[src/rtl/lbpt_pkg.sv]
// shared types and constants for the led breathing pwm throbber
package lbpt_pkg;

  // timing constants
  localparam int unsigned MAX_SPEED    = 30;
  localparam int unsigned WAIT_MAX_MS  = 5000;
  localparam int unsigned EVENT_MAX_S  = 1800;
  localparam int unsigned MS_PER_S     = 1000;
  localparam int unsigned PERIOD_RESET = 180;
  localparam int unsigned SAT_MS       = EVENT_MAX_S * MS_PER_S;

  localparam int unsigned ELAPSED_W = 11;
  localparam int unsigned SPEED_W   = 5;
  localparam int unsigned OFFSET_W  = 13;
  localparam int unsigned DIFF_W    = 21;

  // reciprocal multipliers: floor(x / 1000), floor(x / 60), floor(x * 25 / 9)
  localparam int unsigned MS_RECIP_SH     = 31;
  localparam logic [21:0] MS_RECIP        = 22'd2147484;
  localparam int unsigned SPEED_RECIP_SH  = 17;
  localparam logic [11:0] SPEED_RECIP     = 12'd2185;
  localparam int unsigned OFFSET_RECIP_SH = 16;
  localparam logic [17:0] OFFSET_RECIP    = 18'd182045;

  localparam logic MODE_TICK  = 1'b0;
  localparam logic MODE_EVENT = 1'b1;

  typedef struct packed {
    logic        mode;
    logic [31:0] time_ms;
  } in_item_t;

  typedef struct packed {
    logic led_on;
    logic breathing;
  } out_item_t;

  typedef struct packed {
    logic                 mode;
    logic [31:0]          time_ms;
    logic [ELAPSED_W-1:0] elapsed;
  } mid_item_t;

endpackage

[src/rtl/lbpt_elapsed.sv]
// input register, last event time and elapsed seconds stage
module lbpt_elapsed import lbpt_pkg::*; (
  input  logic      clk,
  input  logic      rst_n,
  input  logic      en,
  input  logic      in_valid,
  input  in_item_t  in_data,
  output logic      mid_valid,
  output mid_item_t mid_item
);

  logic                      s1_valid_r;
  in_item_t                  s1_item_r;
  logic [31:0]               last_event_r;
  logic                      mid_valid_r;
  mid_item_t                 mid_item_r;

  logic [31:0]               diff;
  logic                      sat;
  logic [DIFF_W+21:0]        q_prod;
  logic [ELAPSED_W-1:0]      elapsed;

  always_comb begin
    diff    = s1_item_r.time_ms - last_event_r;
    sat     = (last_event_r == 32'd0) || (diff >= 32'(SAT_MS));
    q_prod  = (DIFF_W+22)'(diff[DIFF_W-1:0]) * (DIFF_W+22)'(MS_RECIP);
    elapsed = sat ? ELAPSED_W'(EVENT_MAX_S)
                  : q_prod[MS_RECIP_SH+ELAPSED_W-1:MS_RECIP_SH];
  end

  always_ff @(posedge clk) begin
    if (!rst_n) begin
      s1_valid_r   <= 1'b0;
      mid_valid_r  <= 1'b0;
      last_event_r <= 32'd0;
    end else if (en) begin
      s1_valid_r  <= in_valid;
      mid_valid_r <= s1_valid_r;
      if (s1_valid_r && (s1_item_r.mode == MODE_EVENT)) begin
        last_event_r <= s1_item_r.time_ms;
      end
    end
  end

  always_ff @(posedge clk) begin
    if (en) begin
      s1_item_r          <= in_data;
      mid_item_r.mode    <= s1_item_r.mode;
      mid_item_r.time_ms <= s1_item_r.time_ms;
      mid_item_r.elapsed <= elapsed;
    end
  end

  assign mid_valid = mid_valid_r;
  assign mid_item  = mid_item_r;

endmodule

[src/rtl/lbpt_core.sv]
// breathing phase state and result register
module lbpt_core import lbpt_pkg::*; (
  input  logic       clk,
  input  logic       rst_n,
  input  logic       en,
  input  logic [7:0] period,
  input  logic       mid_valid,
  input  mid_item_t  mid_item,
  output logic       out_valid,
  output out_item_t  out_data
);

  logic               phase_r, phase_nxt;
  logic [31:0]        exit_r, exit_nxt;
  logic [8:0]         pwm_r, pwm_nxt;
  logic signed [9:0]  bri_r, bri_nxt;
  logic signed [5:0]  inc_r, inc_nxt;
  logic               led_r, led_nxt;
  logic               out_valid_r;
  out_item_t          out_data_r;

  logic [22:0]           spd_prod;
  logic [28:0]           off_prod;
  logic [SPEED_W-1:0]    speed;
  logic [OFFSET_W-1:0]   offset;
  logic signed [10:0]    per_s, pwm_s, bri_s;

  always_comb begin
    spd_prod = 23'(mid_item.elapsed) * 23'(SPEED_RECIP);
    off_prod = 29'(mid_item.elapsed) * 29'(OFFSET_RECIP);
    speed    = spd_prod[SPEED_RECIP_SH+SPEED_W-1:SPEED_RECIP_SH];
    if (speed == '0) begin
      speed = SPEED_W'(1);
    end
    offset   = off_prod[OFFSET_RECIP_SH+OFFSET_W-1:OFFSET_RECIP_SH];

    per_s = signed'({3'b000, period});
    phase_nxt = phase_r;
    exit_nxt  = exit_r;
    pwm_nxt   = pwm_r;
    bri_nxt   = bri_r;
    inc_nxt   = inc_r;
    led_nxt   = led_r;
    pwm_s     = '0;
    bri_s     = '0;

    if (mid_item.mode == MODE_TICK) begin
      if (!phase_r) begin
        if (mid_item.time_ms > exit_r) begin
          phase_nxt = 1'b1;
          pwm_nxt   = 9'd1;
          bri_nxt   = signed'(10'(speed));
          inc_nxt   = signed'(6'(speed));
        end
      end else begin
        led_nxt = signed'({2'b00, pwm_r}) < 11'(bri_r);
        pwm_s   = signed'({2'b00, pwm_r}) + 11'sd1;
        bri_s   = 11'(bri_r);
        if (pwm_s > per_s) begin
          pwm_s = 11'sd1;
          bri_s = bri_s + 11'(inc_r);
        end
        inc_nxt = inc_r;
        if (bri_s > per_s) begin
          bri_s   = per_s;
          inc_nxt = -inc_r;
        end
        pwm_nxt = pwm_s[8:0];
        bri_nxt = bri_s[9:0];
        if (bri_s < 11'sd1) begin
          led_nxt   = 1'b0;
          phase_nxt = 1'b0;
          exit_nxt  = mid_item.time_ms + 32'(WAIT_MAX_MS) - 32'(offset);
        end
      end
    end
  end

  always_ff @(posedge clk) begin
    if (!rst_n) begin
      phase_r     <= 1'b0;
      exit_r      <= 32'd0;
      pwm_r       <= 9'd0;
      bri_r       <= 10'sd0;
      inc_r       <= 6'sd0;
      led_r       <= 1'b0;
      out_valid_r <= 1'b0;
    end else if (en) begin
      out_valid_r <= mid_valid;
      if (mid_valid) begin
        phase_r <= phase_nxt;
        exit_r  <= exit_nxt;
        pwm_r   <= pwm_nxt;
        bri_r   <= bri_nxt;
        inc_r   <= inc_nxt;
        led_r   <= led_nxt;
      end
    end
  end

  always_ff @(posedge clk) begin
    if (en) begin
      out_data_r.led_on    <= led_nxt;
      out_data_r.breathing <= phase_nxt;
    end
  end

  assign out_valid = out_valid_r;
  assign out_data  = out_data_r;

endmodule

[src/rtl/led_breathing_pwm_throbber_top.sv]
// top level of the led breathing pwm throbber
//
// usage notes
// - input channel: in_valid / in_stall / in_data; a transaction moves when
//   in_valid is high and in_stall is low; mode 0 is a time tick, mode 1 marks
//   an event at time_ms
// - result channel: out_valid / out_stall / out_data; exactly one result per
//   input transaction, in order, giving the led level and breathing flag
// - configuration: cfg_we with cfg_wdata writes the pwm period (steps per
//   period and peak brightness); write it only while the block is idle
// - a result passes through the input, elapsed time and result registers
// - throughput: one transaction per cycle, back to back, unless a stalled
//   result holds the pipeline; the elapsed time and phase stages never iterate
// - the three register stages move together; while the receiver stalls a
//   pending result, in_stall is raised and everything holds
// - reset (synchronous, active low) empties the pipeline, selects the wait
//   phase with the led off, clears the event time and sets the period to 180
module led_breathing_pwm_throbber_top import lbpt_pkg::*; (
  input  logic       clk,
  input  logic       rst_n,
  input  logic       in_valid,
  output logic       in_stall,
  input  in_item_t   in_data,
  output logic       out_valid,
  input  logic       out_stall,
  output out_item_t  out_data,
  input  logic       cfg_we,
  input  logic [7:0] cfg_wdata
);

  logic [7:0] period_r;
  logic       en;
  logic       mid_valid;
  mid_item_t  mid_item;

  // the whole pipeline advances when the result slot is empty or being taken
  assign en       = !out_valid || !out_stall;
  assign in_stall = !en;

  always_ff @(posedge clk) begin
    if (!rst_n) begin
      period_r <= 8'(PERIOD_RESET);
    end else if (cfg_we) begin
      period_r <= cfg_wdata;
    end
  end

  // input register and elapsed seconds since the last event
  lbpt_elapsed u_elapsed (
    .clk       (clk),
    .rst_n     (rst_n),
    .en        (en),
    .in_valid  (in_valid),
    .in_data   (in_data),
    .mid_valid (mid_valid),
    .mid_item  (mid_item)
  );

  // wait / active phase update and result register
  lbpt_core u_core (
    .clk       (clk),
    .rst_n     (rst_n),
    .en        (en),
    .period    (period_r),
    .mid_valid (mid_valid),
    .mid_item  (mid_item),
    .out_valid (out_valid),
    .out_data  (out_data)
  );

endmodule
[config.mk]
export PLATFORM = sky130hd
export DESIGN_NAME = led_breathing_pwm_throbber_top
export DESIGN_NICKNAME = d
export VERILOG_FILES = /design/src/rtl/lbpt_pkg.sv /design/src/rtl/lbpt_elapsed.sv /design/src/rtl/lbpt_core.sv /design/src/rtl/led_breathing_pwm_throbber_top.sv
export SDC_FILE = /design/constraint.sdc
export NUM_CORES = 1
export LEC_CHECK = 0
export BUFFER_PORTS_ARGS = -buffer_cell sky130_fd_sc_hd__buf_2
export CELL_PAD_IN_SITES_DETAIL_PLACEMENT = 1
export CELL_PAD_IN_SITES_GLOBAL_PLACEMENT = 2
export CORE_UTILIZATION = 25
export DETAILED_ROUTE_END_ITERATION = 7
export GPL_TIMING_DRIVEN = 0
export PLACE_DENSITY_LB_ADDON = 0.25
export SLEW_MARGIN = 20
export SYNTH_ARGS = -nofsm -noshare
export SYNTH_HDL_FRONTEND = slang
export SYNTH_SLANG_ARGS = --single-unit
[constraint.sdc]
create_clock -name clk -period 8 [get_ports clk]
set_input_delay 2.4 -clock clk [delete_from_list [all_inputs] [get_ports clk]]
set_output_delay 2.4 -clock clk [all_outputs]
set_load 0.1 [all_outputs]
# Yosys cells after proc, flatten, opt, wreduce, memory -nomap -nowiden

Index checks and enable logic that the tools add are counted.

$add $sub $neg: 6
$mul: 3
Order comparisons: 6
Eq/ne operators: 1
Muxes and demuxes: 22
Bitwise logic cells: 1
Reductions and logical operators: 14

Operator list:

| kind                                                                | number |
|---|---|
| two-way mux 11 bit                                                  | 6 |
| multiplier 21 x 20 -> 40 bit, second input constant                 | 1 |
| adder 32 x 13 -> 32 bit, second input constant                      | 1 |
| greater-or-equal comparator 32 x 21 -> 1 bit, second input constant | 1 |
| greater-than comparator 32 bit                                      | 1 |
| logical NOT 32 bit                                                  | 1 |
| subtractor 32 x 13 -> 32 bit                                        | 1 |
| subtractor 32 bit                                                   | 1 |
| multiplier 11 x 18 -> 29 bit, second input constant                 | 1 |
| two-way mux 9 bit                                                   | 3 |
| multiplier 11 x 12 -> 22 bit, second input constant                 | 1 |
| two-way mux 10 bit                                                  | 2 |
| two-way mux 6 bit                                                   | 3 |
| adder 10 x 6 -> 11 bit                                              | 1 |
| greater-than comparator 11 x 9 -> 1 bit                             | 1 |
| less-than comparator 11 x 2 -> 1 bit, second input constant         | 1 |
| adder 9 x 1 -> 10 bit, second input constant                        | 1 |
| greater-than comparator 10 x 8 -> 1 bit                             | 1 |
| less-than comparator 10 bit                                         | 1 |
| AND reduction 5 bit                                                 | 2 |
| two-way mux 1 bit                                                   | 7 |
| negation 6 bit                                                      | 1 |
| logical NOT 5 bit                                                   | 1 |
| two-way mux 5 bit                                                   | 1 |
| other kinds (8)                                                     | 12 |

Bits in registers: 181
Input bits: 46
Output and inout bits: 4
Logic and storage cells: 71

# Depth between registers and ports, before layout

Depth in word-level cells: 13
Depth in mapped cells: 34
Depth with buffers taken out: 34

# By module

From an unflattened synthesis, not the netlist that was laid out.

Cells, all modules: 2384
Area total of the unflattened synthesis: 22012.4 sq um

By module, submodules not included:

| module                         | times used | cells each | area an instance (sq um) | sequential area each (sq um) |
|---|---|---|---|---|
| lbpt_elapsed                   | 1          | 1135       | 11313.4                  | 2992.9 |
| lbpt_core                      | 1          | 1222       | 10397.5                  | 1261.2 |
| led_breathing_pwm_throbber_top | 1          | 27         | 301.5                    | 160.2 |

# Worst setup path after synthesis

No wires, ideal clock.

Path type: reg2reg
From: reg u_elapsed.mid_item_r (netlist bit u_elapsed.mid_item[8])
To: reg u_core.exit_r[31]
Arrival: 8.069 ns
Setup slack: -0.200 ns
Stages on the path, launching flop included: 34
Path buffers: 0
Clock period less this slack: 8.200 ns
Cell sequence: edfxtp_1 inv_1 fa_1 inv_1 ha_1 fa_1 fa_1 inv_1 fa_1 inv_1 ha_1 a21oi_1 a31oi_1 a31oi_1 a211oi_1 o21a_1 a311oi_1 o31ai_1 o41a_1 a21o_1 xnor2_1 ha_1 inv_1 ha_1 a2111oi_0 o21ai_0 o21a_1 a311oi_1 o21ai_0 a211o_1 a31o_2 a21oi_1 xnor2_1 o31ai_1

Cells in the longest elaborated chain, start to end: 2

RTL lines:

| element                      | line               | text |
|---|---|---|
| start, declared              | lbpt_elapsed.sv:16 | `mid_item_t mid_item_r;` |
| multiplier 11 x 18 -> 29 bit | lbpt_core.sv:30    | `off_prod = 29'(mid_item.elapsed) * 29'(OFFSET_RECIP);` |
| subtractor 32 x 13 -> 32 bit | lbpt_core.sv:73    | `exit_nxt = mid_item.time_ms + 32'(WAIT_MAX_MS) - 32'(offset);` |
| end signal, assigned         | lbpt_core.sv:92    | `exit_r <= exit_nxt;` |
| end, declared                | lbpt_core.sv:14    | `logic [31:0] exit_r, exit_nxt;` |

No other way between the ends.
A chain may end at the register's enable or synchronous reset.

# Final worst setup path

From: reg u_elapsed.mid_item_r (netlist bit u_elapsed.mid_item[9])
To: reg u_core.exit_r[31]

Same word-level chain as after synthesis.

==> impl_metrics.json <==
{
  "path_clk_slew_ns": 0.07,
  "dr.pass1.iters": 6,
  "cp_slowest_cell": "fa_1",
  "io_buffer_count": 48,
  "core_sq_um": 85550,
  "tightest_slew_ns": 0.9622,
  "async_reset_ff_share_pct": 0,
  "crit_path_end_kind": "flop",
  "seq_area_frac_synth_pct": 20.38,
  "grt.busiest_layer": "met2",
  "cp_max_fo": 4,
  "synth_flop_cell": "dfxtp_1",
  "layout-drive-gt1-share_pct": 11.06,
  "worst_ep_required_time_ns": 8.39,
  "drc": 0,
  "ys_ff_latch": 181,
  "clock_tree.root_cell": "clkbuf_16",
  "pin_count": 50,
  "grt_util_all_layers_pct": 15.34,
  "dp.cells": 3594,
  "die_x_um": 296.4,
  "hp-class": "flop to flop",
  "dieArea_sq_um": 87840,
  "syn-cell-area_sq_um": 21660,
  "via_count": 17070,
  "fin_hold_ws_ns": 0.4757,
  "initial_core_util_pct": 25.32,
  "cts.sinks": 181,
  "slew_headroom_pct": 35.85,
  "grt_start_max_net_pins": 54,
  "use_met1_pct": 20.10,
  "num-nets-final": 3191,
  "gp_congestion": 0.8188,
  "grt_use_met3_pct": 1.554,
  "max_clock_freq_mhz": 126.5,
  "finalHoldViolations": 0,
  "die_y_um": 296.4,
  "grt_pass1_wl_mm": 104.4,
  "status": "complete, no violations",
  "fin_crit_sh_pct": 98.80,
  "rsz0062_at_grt": "true",
  "num_rows": 107,
  "syn_nets": 3054,
  "setup-tns-final_ns": 0,
  "crit_top_cell": "inv_2",
  "cts_tree": "done",
  "n_fill_cell": 9946,
  "fin_cells": 3693,
  "drtAntennaViolNets": 0,
  "avgRoutedWirePerCell_um": 17.61,
  "critPathLaunchType": "flop",
  "clock_latency_ns": 0.48,
  "drv_slew": 0,
  "post_synth.cell_area_avg_sq_um": 9.031,
  "first_global_vias": 18920,
  "syn_inst": 2399,
  "wl_mm": 65.03,
  "n_antenna_cell": 0,
  "globalRouteMet2Util_pct": 26.97,
  "first_iter_violations": 467,
  "routed_via_density": 4.621,
  "min_period_ns": 7.904,
  "htree_num_levels": 4,
  "ys_types": 79,
  "syn_to_final_growth_pct": 16.75,
  "cp_data_arrival_time_ns": 8.29,
  "cap_violations": 0,
  "yosysWarnings": 0,
  "antenna_found_initial": 0,
  "cp_slowest_stage_delay_ns": 0.60,
  "fin_skew_ns": 0.02174,
  "hpwl_mm": 54.50,
  "cts_buffers": 17,
  "setup_violations": 0,
  "clockBufferDepth": 2,
  "fin_ws_ns": 0.09588,
  "critical_path_class": "flop to flop",
  "synth-edff-count": 79,
  "dp_slack_ns": -1.351,
  "grt_overflow_total": 0
}
==> worst max-delay path: cells and delay by family, from the launching register on <==
kind / cells / cell delay [ns]
XOR/XNOR: 2 / 0.23
flip-flops: 1 / 0.53
buffers and inverters: 5 / 0.31
AO/OA/AOI/OAI: 18 / 3.60
adder cells (fa/ha/maj): 8 / 3.12
==> registers in the layout, summed over array words and instances (netlist names), 2 cells and up <==
register / flops
period_r: 8
u_core.bri_r: 10
u_core.exit_r: 32
u_core.inc_r: 6
u_core.out_data: 2
u_core.pwm_r: 9
u_elapsed.last_event_r: 32
u_elapsed.mid_item: 44
u_elapsed.s1_item_r: 33
==> layout by cell type (no fill, tap or decap), drive strengths merged, types with 5 or more instances in the layout <==
| cell | count |
|---|---|
| o31a | 7 |
| nor3 | 29 |
| xnor2 | 49 |
| nor2b | 15 |
| nand2b | 13 |
| xor2 | 35 |
| a211oi | 28 |
| a22oi | 6 |
| nand3b | 6 |
| or2 | 5 |
| o21ai | 74 |
| dfxtp | 102 |
| clkbuf | 53 |
| a31oi | 21 |
| mux2i | 29 |
| nand4 | 30 |
| nor2 | 129 |
| a21oi | 156 |
| o21a | 26 |
| ha | 455 |
| nor4 | 20 |
| a211o | 5 |
| nand3 | 38 |
| o31ai | 12 |
| a31o | 6 |
| o21bai | 16 |
| and2 | 14 |
| a2111oi | 5 |
| buf | 126 |
| edfxtp | 79 |
| o211ai | 19 |
| nand2 | 172 |
| inv | 487 |
| a21o | 46 |
| fa | 154 |
| and3 | 10 |
==> final cells by class <==
cell class	count	area [sq um]	share of cell area, %
plain buffers	38	157.7	0.6233
clock buffers	23	457.9	1.811
clock inverters	9	100.1	0.3957
inverters	485	1823	7.208
multi-input cells	1695	16080	63.57
flip-flops and latches	181	4414	17.45
well taps	1144	1431	5.659
repair buffers	118	829.5	3.280
==> path summary, 6_finish.rpt <==
kind	slack [ns]	cells past startpoint	end	startpoint
min reg2reg	0.48	2	u_core.exit_r[5]	u_core.exit_r[5]
max reg2reg	0.1	33	u_core.exit_r[31]	u_elapsed.mid_item[9]
max	0.1	33	u_core.exit_r[31]	u_elapsed.mid_item[9]
min	0.48	2	u_core.exit_r[5]	u_core.exit_r[5]
==> timing repair <==
item | in CTS | in global routing
pin swaps | 33 | 41
buffers inserted | 37 | 32
hold buffers | 0 | 0
endpoints found under the setup margin | 32 | 26
resized for setup | 64 | 64
==> cells in the mapped netlist, types with 35 or more instances <==
library cell / instances / area, sq um
inv_1: 484 / 1817
ha_1: 455 / 5693
nand2_1: 172 / 645.6
a21oi_1: 155 / 775.7
fa_1: 154 / 3083
nor2_1: 129 / 484.2
dfxtp_1: 102 / 2042
edfxtp_1: 79 / 2372
o21ai_0: 71 / 355.3
xnor2_1: 49 / 429.2
a21o_1: 46 / 345.3
nand3_1: 38 / 190.2
xor2_1: 35 / 306.5
==> metal layers <==
metal,share of wire [%],vias to the layer above
met2,49,133
met4,1.6,0
met3,1.6,53
met5,0,-
met1,48,8429
li1,-,8451
==> kinds of logic (layout without fill, tap and decap cells) <==
kind of cell               after synthesis  in the layout  share of synthesized area, %
AOI/OAI and AO/OA                      471            471                         14.32
xor gates and xnor gates                84             84                         3.396
adders and majority gates              609            609                         40.51
buffers and inverters                  523            673                         9.131
DFF                                    181            181                         20.38
muxes                                   33             33                         1.565
and+or+nand+nor                        498            498                         10.70
==> stage by stage <==
stage	area, sq um	utilization [%]
after floorplan	21670	-
after global placement	23350	27.29
after detailed placement	23490	27.46
after CTS	24690	28.86
after global routing	25290	29.57
final	25290	29.57
Power is left out: the tool's default activity adds up to more than one toggle a clock period on the data nets, which glitch-free logic cannot reach.
